## config.mk

```make
export PLATFORM = sky130hd
export DESIGN_NAME = touch_slider_scroll_accumulator
export DESIGN_NICKNAME = d
export VERILOG_FILES = /design/src/tssa_pkg.sv /design/src/touch_slider_scroll_accumulator.sv
export SDC_FILE = /design/constraint.sdc
export NUM_CORES = 1
export LEC_CHECK = 0
export BUFFER_PORTS_ARGS = -buffer_cell sky130_fd_sc_hd__buf_2
export CORE_ASPECT_RATIO = 1.5
export CORE_MARGIN = 8
export CORE_UTILIZATION = 56
export DETAILED_ROUTE_END_ITERATION = 6
export HOLD_SLACK_MARGIN = 0.15
export MAX_ROUTING_LAYER = met4
export PLACE_DENSITY_LB_ADDON = 0.05
export SYNTH_ARGS = -nofsm -noshare
export SYNTH_HDL_FRONTEND = slang
export SYNTH_SLANG_ARGS = --single-unit
```

## constraint.sdc

```tcl
create_clock -name clk -period 15.1 [get_ports clk]
set_clock_uncertainty 0.1 [all_clocks]
set_input_delay 0.755 -clock clk [delete_from_list [all_inputs] [get_ports clk]]
set_output_delay 0.755 -clock clk [all_outputs]
set_load 0.01 [all_outputs]
```

## src/tssa_pkg.sv

```systemverilog
// Shared constants and types for the touch slider scroll accumulator.
// No dependencies; imported by touch_slider_scroll_accumulator.
`default_nettype none

package tssa_pkg;

  // Field widths.
  localparam int SAMPLE_W = 16;
  localparam int RUN_W    = 7;
  localparam int SCALE_W  = 4;
  localparam int DIST_W   = 32;
  localparam int DELTA_W  = 8;
  localparam int CFG_IDX_W  = 3;
  localparam int CFG_DATA_W = 16;

  // Configuration register indexes.
  localparam logic [CFG_IDX_W-1:0] REG_LOW_THRESHOLD  = 3'd0;
  localparam logic [CFG_IDX_W-1:0] REG_HIGH_THRESHOLD = 3'd1;
  localparam logic [CFG_IDX_W-1:0] REG_MAX_STEP       = 3'd2;
  localparam logic [CFG_IDX_W-1:0] REG_SETTLE_COUNT   = 3'd3;
  localparam logic [CFG_IDX_W-1:0] REG_SCALE_SHIFT    = 3'd4;

  // Register reset values.
  localparam logic [SAMPLE_W-1:0] LOW_THRESHOLD_RST  = 16'd150;
  localparam logic [SAMPLE_W-1:0] HIGH_THRESHOLD_RST = 16'd1500;
  localparam logic [SAMPLE_W-1:0] MAX_STEP_RST       = 16'd50;
  localparam logic [RUN_W-1:0]    SETTLE_COUNT_RST   = 7'd100;
  localparam logic [SCALE_W-1:0]  SCALE_SHIFT_RST    = 4'd4;

  typedef logic [SAMPLE_W-1:0] sample_t;
  typedef logic signed [DIST_W-1:0] dist_t;

endpackage

`default_nettype wire

```

## src/touch_slider_scroll_accumulator.sv

```systemverilog
// Touch slider scroll accumulator: touch gating, moving average, step accumulation
// and scaled int8 reporting. Depends on tssa_pkg.
// An accepted request is held in the input register and moves into the output register
// once that register can take its result, then waits there until it is taken. Throughput:
// one sample per cycle; the only stall is a request whose predecessor result is still
// waiting in the output register. Reset (rst, synchronous) clears the window, run
// counter, averages and distance and loads the register defaults.
`default_nettype none

module touch_slider_scroll_accumulator import tssa_pkg::*; #(
  parameter int AVG_DEPTH = 8
) (
  input  wire logic                   clk,
  input  wire logic                   rst,
  // Configuration write port.
  input  wire logic                   cfg_we,
  input  wire logic [CFG_IDX_W-1:0]   cfg_index,
  input  wire logic [CFG_DATA_W-1:0]  cfg_data,
  // Sample requests.
  input  wire logic                   in_valid,
  output logic                        in_ready,
  input  wire logic [SAMPLE_W-1:0]    sample_value,
  input  wire logic                   report_request,
  // Scroll reports.
  output logic                        out_valid,
  input  wire logic                   out_ready,
  output logic signed [DELTA_W-1:0]   scroll_delta
);

  // The window sum needs log2 of the depth extra bits; the average shift is
  // floor(log2(AVG_DEPTH)).
  localparam int SUM_W     = SAMPLE_W + $clog2(AVG_DEPTH);
  localparam int AVG_SHIFT = $clog2(AVG_DEPTH + 1) - 1;

  // Configuration registers.
  sample_t              low_threshold;
  sample_t              high_threshold;
  sample_t              max_step;
  logic [RUN_W-1:0]     settle_count;
  logic [SCALE_W-1:0]   scale_shift;

  always_ff @(posedge clk) begin
    if (rst) begin
      low_threshold  <= LOW_THRESHOLD_RST;
      high_threshold <= HIGH_THRESHOLD_RST;
      max_step       <= MAX_STEP_RST;
      settle_count   <= SETTLE_COUNT_RST;
      scale_shift    <= SCALE_SHIFT_RST;
    end else if (cfg_we) begin
      unique case (cfg_index)
        REG_LOW_THRESHOLD:  low_threshold  <= cfg_data;
        REG_HIGH_THRESHOLD: high_threshold <= cfg_data;
        REG_MAX_STEP:       max_step       <= cfg_data;
        REG_SETTLE_COUNT:   settle_count   <= cfg_data[RUN_W-1:0];
        REG_SCALE_SHIFT:    scale_shift    <= cfg_data[SCALE_W-1:0];
        default: ;
      endcase
    end
  end

  // Input register stage. A request only advances when the output register can
  // take its result; a sample without a report request always advances.
  logic     s1_valid;
  sample_t  s1_sample;
  logic     s1_req;
  logic     s1_advance;

  assign s1_advance = s1_valid && (!s1_req || !out_valid || out_ready);
  assign in_ready   = !s1_valid || s1_advance;

  always_ff @(posedge clk) begin
    if (rst) begin
      s1_valid <= 1'b0;
    end else if (in_ready) begin
      s1_valid <= in_valid;
    end
  end

  always_ff @(posedge clk) begin
    if (in_ready && in_valid) begin
      s1_sample <= sample_value;
      s1_req    <= report_request;
    end
  end

  // Tracking state. The window is a shift line: the sample that leaves the sum
  // is always the one accepted AVG_DEPTH samples ago, at the last tap.
  sample_t              window [AVG_DEPTH];
  logic [SUM_W-1:0]     window_sum;
  sample_t              previous_average;
  logic [RUN_W-1:0]     touch_run;
  dist_t                scroll_distance;

  logic                 touched;
  sample_t              gated_sample;
  logic [RUN_W-1:0]     touch_run_next;
  logic [SUM_W-1:0]     window_sum_next;
  logic [SUM_W-1:0]     avg_wide;
  sample_t              average;
  logic signed [16:0]   step;
  logic signed [17:0]   step_neg;
  logic signed [17:0]   step_limit;
  logic                 step_ok;
  logic signed [32:0]   dist_sum;
  dist_t                dist_sat;
  dist_t                dist_updated;
  logic [DIST_W-1:0]    dist_mag;
  logic [DIST_W-1:0]    dist_scaled;
  logic signed [DELTA_W-1:0] delta_next;

  always_comb begin
    // A reading counts as a touch only strictly between the two thresholds.
    touched      = (s1_sample > low_threshold) && (s1_sample < high_threshold);
    gated_sample = touched ? s1_sample : '0;

    if (!touched) begin
      touch_run_next = '0;
    end else if (touch_run < settle_count) begin
      touch_run_next = touch_run + 1'b1;
    end else begin
      touch_run_next = touch_run;
    end

    // Running sum: add the new sample, drop the oldest one.
    window_sum_next = window_sum - SUM_W'(window[AVG_DEPTH-1])
                      + SUM_W'(gated_sample);
    avg_wide = window_sum_next >> AVG_SHIFT;
    average  = avg_wide[SAMPLE_W-1:0];

    // Step between averages, accepted only when its magnitude is below max_step.
    step       = $signed({1'b0, average}) - $signed({1'b0, previous_average});
    step_neg   = -18'(step);
    step_limit = $signed({2'b00, max_step});
    step_ok    = (18'(step) < step_limit) && (step_neg < step_limit);

    // Saturating 32-bit accumulation.
    dist_sum = 33'(scroll_distance) + 33'(step);
    if (dist_sum[32] != dist_sum[31]) begin
      dist_sat = dist_sum[32] ? {1'b1, {(DIST_W-1){1'b0}}} : {1'b0, {(DIST_W-1){1'b1}}};
    end else begin
      dist_sat = dist_sum[DIST_W-1:0];
    end

    if ((touch_run_next >= settle_count) && step_ok) begin
      dist_updated = dist_sat;
    end else begin
      dist_updated = scroll_distance;
    end

    // Report: divide by 2^scale_shift toward zero by shifting the magnitude,
    // then clamp to the int8 range. The negated most negative value still
    // reads correctly as an unsigned magnitude.
    dist_mag    = dist_updated[DIST_W-1] ? (-dist_updated) : dist_updated;
    dist_scaled = dist_mag >> scale_shift;
    if (dist_updated[DIST_W-1]) begin
      delta_next = (dist_scaled > 32'd128) ? $signed(8'h80) : -$signed(dist_scaled[7:0]);
    end else begin
      delta_next = (dist_scaled > 32'd127) ? $signed(8'h7f) : $signed(dist_scaled[7:0]);
    end
  end

  always_ff @(posedge clk) begin
    if (rst) begin
      for (int i = 0; i < AVG_DEPTH; i++) begin
        window[i] <= '0;
      end
      window_sum       <= '0;
      previous_average <= '0;
      touch_run        <= '0;
      scroll_distance  <= '0;
    end else if (s1_advance) begin
      window[0] <= gated_sample;
      for (int i = 1; i < AVG_DEPTH; i++) begin
        window[i] <= window[i-1];
      end
      window_sum       <= window_sum_next;
      previous_average <= average;
      touch_run        <= touch_run_next;
      // A report clears the distance after it has been sampled.
      scroll_distance  <= s1_req ? '0 : dist_updated;
    end
  end

  // Output register: holds one report until the consumer takes it.
  always_ff @(posedge clk) begin
    if (rst) begin
      out_valid <= 1'b0;
    end else if (s1_advance && s1_req) begin
      out_valid <= 1'b1;
    end else if (out_ready) begin
      out_valid <= 1'b0;
    end
  end

  always_ff @(posedge clk) begin
    if (s1_advance && s1_req) begin
      scroll_delta <= delta_next;
    end
  end

endmodule

`default_nettype wire

```

## After elaboration in Yosys (flattened, before gate mapping)

Memory sizes are Yosys's and may differ from the RTL's.
Cells that the tools add are included.

| storage, ports and cells | value |
|---|---|
| flip-flop bits (word level) | 160 |
| bits in writable memories | 128 |
| word-level logic and storage cells | 90 |
| memories kept | 1 |

| cells by class | value |
|---|---|
| add/subtract/negate cells | 8 |
| order comparisons | 8 |
| equality and inequality tests | 5 |
| shifts and indexed selects | 1 |
| mux-type cells | 26 |
| bitwise logic cells | 8 |
| reductions and logical operators | 19 |

Memory list:

| name | depth | width | rd ports | clocked after memory_dff | write ports | line | RTL |
|---|---|---|---|---|---|---|---|
| window | 8 | 16 | 8 | 0 | 8 | touch_slider_scroll_accumulator.sv:88 | `sample_t window [AVG_DEPTH];` |

Operators by type and width:

| cell | number |
|---|---|
| 32-bit 2-to-1 mux | 5 |
| 16-bit 2-to-1 mux | 9 |
| 32-bit by 17-bit adder with 33-bit output | 1 |
| 32-bit by 7-bit > comparator with 1-bit output, second input constant | 1 |
| 32-bit by 8-bit > comparator with 1-bit output, second input constant | 1 |
| 32-bit negator | 1 |
| 32-bit by 4-bit right shift with 32-bit output | 1 |
| 8-bit 2-to-1 mux | 3 |
| 19-bit by 16-bit adder with 19-bit output | 1 |
| 19-bit by 16-bit subtractor with 19-bit output | 1 |
| 18-bit by 17-bit < comparator with 1-bit output | 1 |
| 17-bit negator with 18-bit output | 1 |
| 17-bit < comparator | 1 |
| 16-bit by 16-bit subtractor with 17-bit output | 1 |
| 16-bit > comparator | 1 |
| 16-bit < comparator | 1 |
| 7-bit 2-to-1 mux | 2 |
| 2-bit AND reduction | 5 |
| 8-bit negator | 1 |
| 1-bit bitwise OR | 8 |
| 7-bit by 1-bit adder with 7-bit output, second input constant | 1 |
| 7-bit greater-or-equal comparator | 1 |
| 7-bit < comparator | 1 |
| 1-bit 2-to-1 mux | 7 |
| 9 further kinds | 19 |

## Longest topological paths before layout

| logic depth | value |
|---|---|
| depth in word-level cells | 16 |
| depth in mapped cells | 80 |

## Worst setup path before layout

OpenSTA, ideal clock, no wires.

| timing path | value |
|---|---|
| path type | register -> register |
| from | register s1_sample[1] |
| to | register scroll_delta[7], data pin |
| setup time | 254 ps |
| arrival | 14,737 ps |
| path slack | 8 ps |
| stages on the path, launching flop included | 77 |
| buffers on the path | 8 |
| cells stage by stage | edfxtp_1 > ha_1 > a21o_1 > a21o_1 > a21o_1 > a21o_1 > a21o_1 > a21o_1 > a21oi_1 > nor2b_1 > o21ai_0 > nand2b_1 > a21o_1 > a21oi_1 > o21a_1 > clkbuf_1 > nand2_1 > fa_1 > (+41 left out) > nor2_1 > mux2i_1 > ha_1 > inv_1 > a2111oi_4 > o2111a_1 > o211ai_1 > or2_1 > o41ai_1 > o22a_1 > xor2_1 > mux4_2 > o221a_4 > nor3b_2 > a41oi_1 > or3_1 > clkbuf_1 > o21a_1 |

| on the way | value |
|---|---|
| cells in the longest elaborated chain, start to end | 16 |

Ends and longest elaborated chain:

| element | line | RTL |
|---|---|---|
| start, declared | touch_slider_scroll_accumulator.sv:64 | `sample_t s1_sample;` |
| start signal, assigned | touch_slider_scroll_accumulator.sv:81 | `s1_sample <= sample_value;` |
| 16-bit > comparator or 16-bit < comparator (tied branches) | touch_slider_scroll_accumulator.sv:113 | `touched = (s1_sample > low_threshold) && (s1_sample < high_threshold);` |
| 1-bit logical AND | touch_slider_scroll_accumulator.sv:113 |  |
| 16-bit 2-to-1 mux (*) | touch_slider_scroll_accumulator.sv:114 | `gated_sample = touched ? s1_sample : '0;` |
| 19-bit by 16-bit adder with 19-bit output (*) | touch_slider_scroll_accumulator.sv:126 | `+ SUM_W'(gated_sample);` |
| named net window_sum_next[18] | touch_slider_scroll_accumulator.sv:97 | `logic [SUM_W-1:0] window_sum_next;` |
| 16-bit by 16-bit subtractor with 17-bit output (*) | touch_slider_scroll_accumulator.sv:131 | `step = $signed({1'b0, average}) - $signed({1'b0, previous_average});` |
| 17-bit negator with 18-bit output | touch_slider_scroll_accumulator.sv:132 | `step_neg = -18'(step);` |
| 18-bit by 17-bit < comparator with 1-bit output | touch_slider_scroll_accumulator.sv:134 | `step_ok = (18'(step) < step_limit) && (step_neg < step_limit);` |
| (+2 left out) | - |  |
| 32-bit 2-to-1 mux (*) | touch_slider_scroll_accumulator.sv:144 | `if ((touch_run_next >= settle_count) && step_ok) begin` |
| 32-bit negator | touch_slider_scroll_accumulator.sv:153 | `dist_mag = dist_updated[DIST_W-1] ? (-dist_updated) : dist_updated;` |
| 32-bit 2-to-1 mux | touch_slider_scroll_accumulator.sv:153 |  |
| 32-bit by 4-bit right shift with 32-bit output | touch_slider_scroll_accumulator.sv:154 | `dist_scaled = dist_mag >> scale_shift;` |
| 32-bit by 7-bit > comparator with 1-bit output, or another cell as far along | touch_slider_scroll_accumulator.sv:158 | `delta_next = (dist_scaled > 32'd127) ? $signed(8'h7f) : $signed(dist_scaled[7:0]);` |
| 8-bit 2-to-1 mux, on equally long branches | touch_slider_scroll_accumulator.sv:158, touch_slider_scroll_accumulator.sv:156 |  |
| 8-bit 2-to-1 mux (*) | touch_slider_scroll_accumulator.sv:155 | `if (dist_updated[DIST_W-1]) begin` |
| named net delta_next[7] | touch_slider_scroll_accumulator.sv:109 | `logic signed [DELTA_W-1:0] delta_next;` |
| end signal, assigned | touch_slider_scroll_accumulator.sv:197 | `scroll_delta <= delta_next;` |
| end, declared | touch_slider_scroll_accumulator.sv:27 | `output logic signed [DELTA_W-1:0] scroll_delta` |

The timed path passes the listed nets; every way through them passes the cells marked *.
A chain may end at the register's enable or synchronous reset.

## Final worst setup path

| timing path | value |
|---|---|
| from | register s1_sample[1] |
| to | register scroll_delta[7], data pin |

| on the way | value |
|---|---|
| cells in the longest elaborated chain, start to end | 16 |

Ends and longest elaborated chain:

| element | line | RTL |
|---|---|---|
| 16-bit > comparator or 16-bit < comparator (tied branches) | touch_slider_scroll_accumulator.sv:113 |  |
| 1-bit logical AND (*) | touch_slider_scroll_accumulator.sv:113 |  |
| 16-bit 2-to-1 mux (*) | touch_slider_scroll_accumulator.sv:114 |  |
| named net gated_sample[3] | touch_slider_scroll_accumulator.sv:95 | `sample_t gated_sample;` |
| 19-bit by 16-bit adder with 19-bit output (*) | touch_slider_scroll_accumulator.sv:126 |  |
| named net window_sum_next[15] | touch_slider_scroll_accumulator.sv:97 |  |
| 16-bit by 16-bit subtractor with 17-bit output (*) | touch_slider_scroll_accumulator.sv:131 |  |
| 17-bit negator with 18-bit output | touch_slider_scroll_accumulator.sv:132 |  |
| (+3 left out) | - |  |
| 32-bit 2-to-1 mux (*) | touch_slider_scroll_accumulator.sv:144 |  |
| 32-bit negator | touch_slider_scroll_accumulator.sv:153 |  |
| 32-bit 2-to-1 mux | touch_slider_scroll_accumulator.sv:153 |  |
| 32-bit by 4-bit right shift with 32-bit output | touch_slider_scroll_accumulator.sv:154 |  |
| 32-bit by 7-bit > comparator with 1-bit output, or another cell as far along | touch_slider_scroll_accumulator.sv:158 |  |
| 8-bit 2-to-1 mux, on equally long branches | touch_slider_scroll_accumulator.sv:158, touch_slider_scroll_accumulator.sv:156 |  |
| 8-bit 2-to-1 mux (*) | touch_slider_scroll_accumulator.sv:155 |  |
| named net delta_next[7] | touch_slider_scroll_accumulator.sv:109 |  |

Marked as above.

==> flow_summary_export.csv <==
group,metric,value,unit
run_status,outcome,"complete, no violations",
die,die-area,42200,µm²
place,hpwl,48200,µm
timing,slew_violations,0,
logic_synthesis,ys_seq_area_share,34.9,%
clock_tree,cts_hold_repair.buffers,0,
die,start_util,56.3,%
die,core_area,35500,µm²
cells_and_area,final_cells,2813,
route,detail-route-antenna-nets,0,
run,maxCapViolCount,0,
critical_path,start_kind,"flop",
clock_tree,clock_path_buffers,3,
logic_synthesis,synth_edf_count,153,
timing,setup-tns-final,0,ns
route,wl_per_cell,22.6,µm
min_path,hp-class,"in -> reg",
route,wl,63500,µm
logic_synthesis,ys.warnings.count,0,
route,firstDrtPassIters,5,
critical_path,critPathKind,"reg -> reg",
logic_synthesis,synth_top_cell_area_share,23.0,%
place,dp.cells,2745,
timing,max_slew.worst_pin.slew,1.11,ns
timing,setup_viol,0,
die,die_h,248,µm
clock_tree,tritoncts,"yes",
min_path,min_path_cells,1,
global_routing,grt_use_total,30.6,%
global_routing,grt_pass1_vias,17648,
route,via_per_inst,6.29,
timing,max_clock_freq,0.0697,GHz
logic_synthesis,ys_types,103,
critical_path,cp.arrival,14.57,ns
die,io_pins,51,
clock_tree,numCtsBuffers,28,
place,gp_congestion,0.990,
logic_synthesis,syn_inst,2276,
logic_synthesis,ys_async_sr_fraction,0,%
clock_tree,clock-sinks,272,
logic_synthesis,synth-seq-cells,272,
critical_path,cp-end-kind,"flop",
timing,finalHoldViolations,0,
cells_and_area,final_nets,2517,
cells_and_area,fill_cells,3200,
cells_and_area,fin_util,62.2,%
critical_path,required,15.32,ns
global_routing,grt_max_degree,93,
die,row_count,85,
route,vias,17707,
timing,timing.final.crit_share,95.0,%
logic_synthesis,synthesis.nets,2482,
critical_path,slowest_stage,"or4_1",
route,remaining_drc_errors,0,
global_routing,grt_pass1_wl,97700,µm
timing,min_period,14.35,ns
cells_and_area,drive_gt1_share,11.7,%
cells_and_area,areaGrowthSynthToFinish,10.4,%
global_routing,overflow,0,
clock_tree,cts_root_buf,"clkbuf_16",
timing,max_slew_margin,25.6,%
critical_path,rr_worst_depth,65,
place,io_buffers,50,
global_routing,grt_antenna_before_repair,2,
logic_synthesis,syn_area,20000,µm²
die,die_w,170,µm
logic_synthesis,synth_flop_cell,"edfxtp_1",
clock_tree,clk_latency,0.57,ns
clock_tree,cts.clk_slew.worst_paths,0.06,ns
logic_synthesis,avgSynthCellArea,8.79,µm²
critical_path,critPathMostFrequentCell,"a21o_1",
critical_path,max_stage_delay,0.56,ns
logic_synthesis,yosys.area.top_type,"edfxtp_1",
route,first_iter_violations,1237,
clock_tree,ctsHtreeMaxLevel,1,
critical_path,worstPathMaxFanout,27,
logic_synthesis,synth_area_leaders,"edfxtp_1 (23%), dfxtp_1 (12%), ha_1 (9.2%), nand2_1 (5.0%), a21oi_1 (4.6%)",
## per-layer routing
metal,vias up,part of all wire [%],GRT usage [%]
li1,8412,-,-
met1,8492,36,30.5
met2,569,53,56.0
met3,234,3.7,2.90
met4,0,7.0,20.5
met5,-,0,-
## worst max-delay path, delay by kind of cell, from the launching register on
family	cells	cell delay [ns]
AO/OA/AOI/OAI	32	5.42
AND/OR/NAND/NOR	17	4.03
adder cells (fa/ha/maj)	6	2.06
multiplexers	2	0.81
buffers and inverters	5	0.73
XOR/XNOR	3	0.51
flip-flops	1	0.43
## cell type report
cell class              count  area, µm²  area share (%)
well taps                 478        598            2.71
repair buffers            122        812            3.67
multi-input cells        1749      12300            55.5
diodes                      2       5.00          0.0226
clock inverters            19        186           0.843
inverters                 138        523            2.37
flip-flops and latches    272       6980            31.6
clock buffers              33        741            3.35
## worst paths after layout
kind                    from         endpoint  slack (ns)
min          sample_value[3]     s1_sample[3]        0.26
max             s1_sample[1]  scroll_delta[7]        0.75
min reg2reg      max_step[2]      max_step[2]        0.35
max reg2reg     s1_sample[1]  scroll_delta[7]        0.75
## flip-flops by register name, indices dropped and copies added (netlist names)
register         count
window             128
scroll_distance     32
window_sum          19
high_threshold      16
low_threshold       16
max_step            16
s1_sample           16
scroll_delta         8
settle_count         7
touch_run            7
scale_shift          4
out_valid            1
s1_req               1
s1_valid             1
## per-stage QoR
stage	hold slack [ns]	setup WS, ns	cell area (µm²)
6_report	0.259	0.752	22100
3_5_place_dp	0.347	-0.284	20800
3_3_place_gp	0.342	0.00105	20800
5_1_grt	0.254	-0.0817	22100
2_1_floorplan	0.336	0.00839	20000
4_1_cts	0.243	0.0690	21800
## what timing repair did
item	CTS	global route
hold endpoints to repair	0	0
pin swaps	3	19
gates resized for setup	6	51
setup endpoints to repair	7	8
setup buffers	3	11
## cells by family (layout without fill, tap and decap cells)
kind of cell	after synthesis	in the layout	synth area share, %
AO/OA/AOI/OAI	604	604	20.5
AND/OR/NAND/NOR	817	817	20.5
buffers and inverters	255	312	5.08
other	0	2	0
flip-flops	272	272	34.9
multiplexers	63	63	3.66
adder cells (fa/ha/maj)	165	165	11.0
XOR/XNOR	100	100	4.38
## synth_stat cells, types with 17 or more instances
cell / number
mux2i_1: 44
fa_1: 18
nor2b_1: 54
nand3_1: 42
edfxtp_1: 153
xor2_1: 38
clkbuf_1: 89
a22o_1: 22
nand4_1: 22
o21ai_0: 95
and3_1: 104
nor3_1: 44
nand2_1: 266
dfxtp_1: 119
o21a_1: 22
and2_1: 22
a21oi_1: 183
o211ai_1: 27
xnor2_1: 62
or3_1: 24
o22ai_1: 17
inv_1: 138
nor2_1: 140
a21o_1: 34
o31ai_1: 19
ha_1: 147
a31oi_1: 18
## cell usage in the layout (no fill, tap or decap), types with 13 or more instances in the layout
cell type,count
o21bai_1,13
nand3b_1,13
dfxtp_1,119
fa_1,18
a21oi_2,18
or3_1,23
nor4_1,15
nor2b_1,54
o21a_1,22
buf_4,69
nand3_1,42
and2_1,22
buf_2,49
o21ai_0,92
a22o_1,22
nand2_1,265
xnor2_1,62
edfxtp_1,153
nand2b_1,13
nor2_1,138
a21oi_1,167
xor2_1,38
clkbuf_16,29
a211oi_1,13
nor3_1,43
ha_1,143
a21o_1,34
and3_1,104
nand4_1,22
a31oi_1,17
mux2i_1,40
o211ai_1,27
o22ai_1,16
inv_1,136
o31ai_1,19
Power is not shown: default switching activity piles up to over one toggle a cycle in this logic, so the estimate is an artifact.
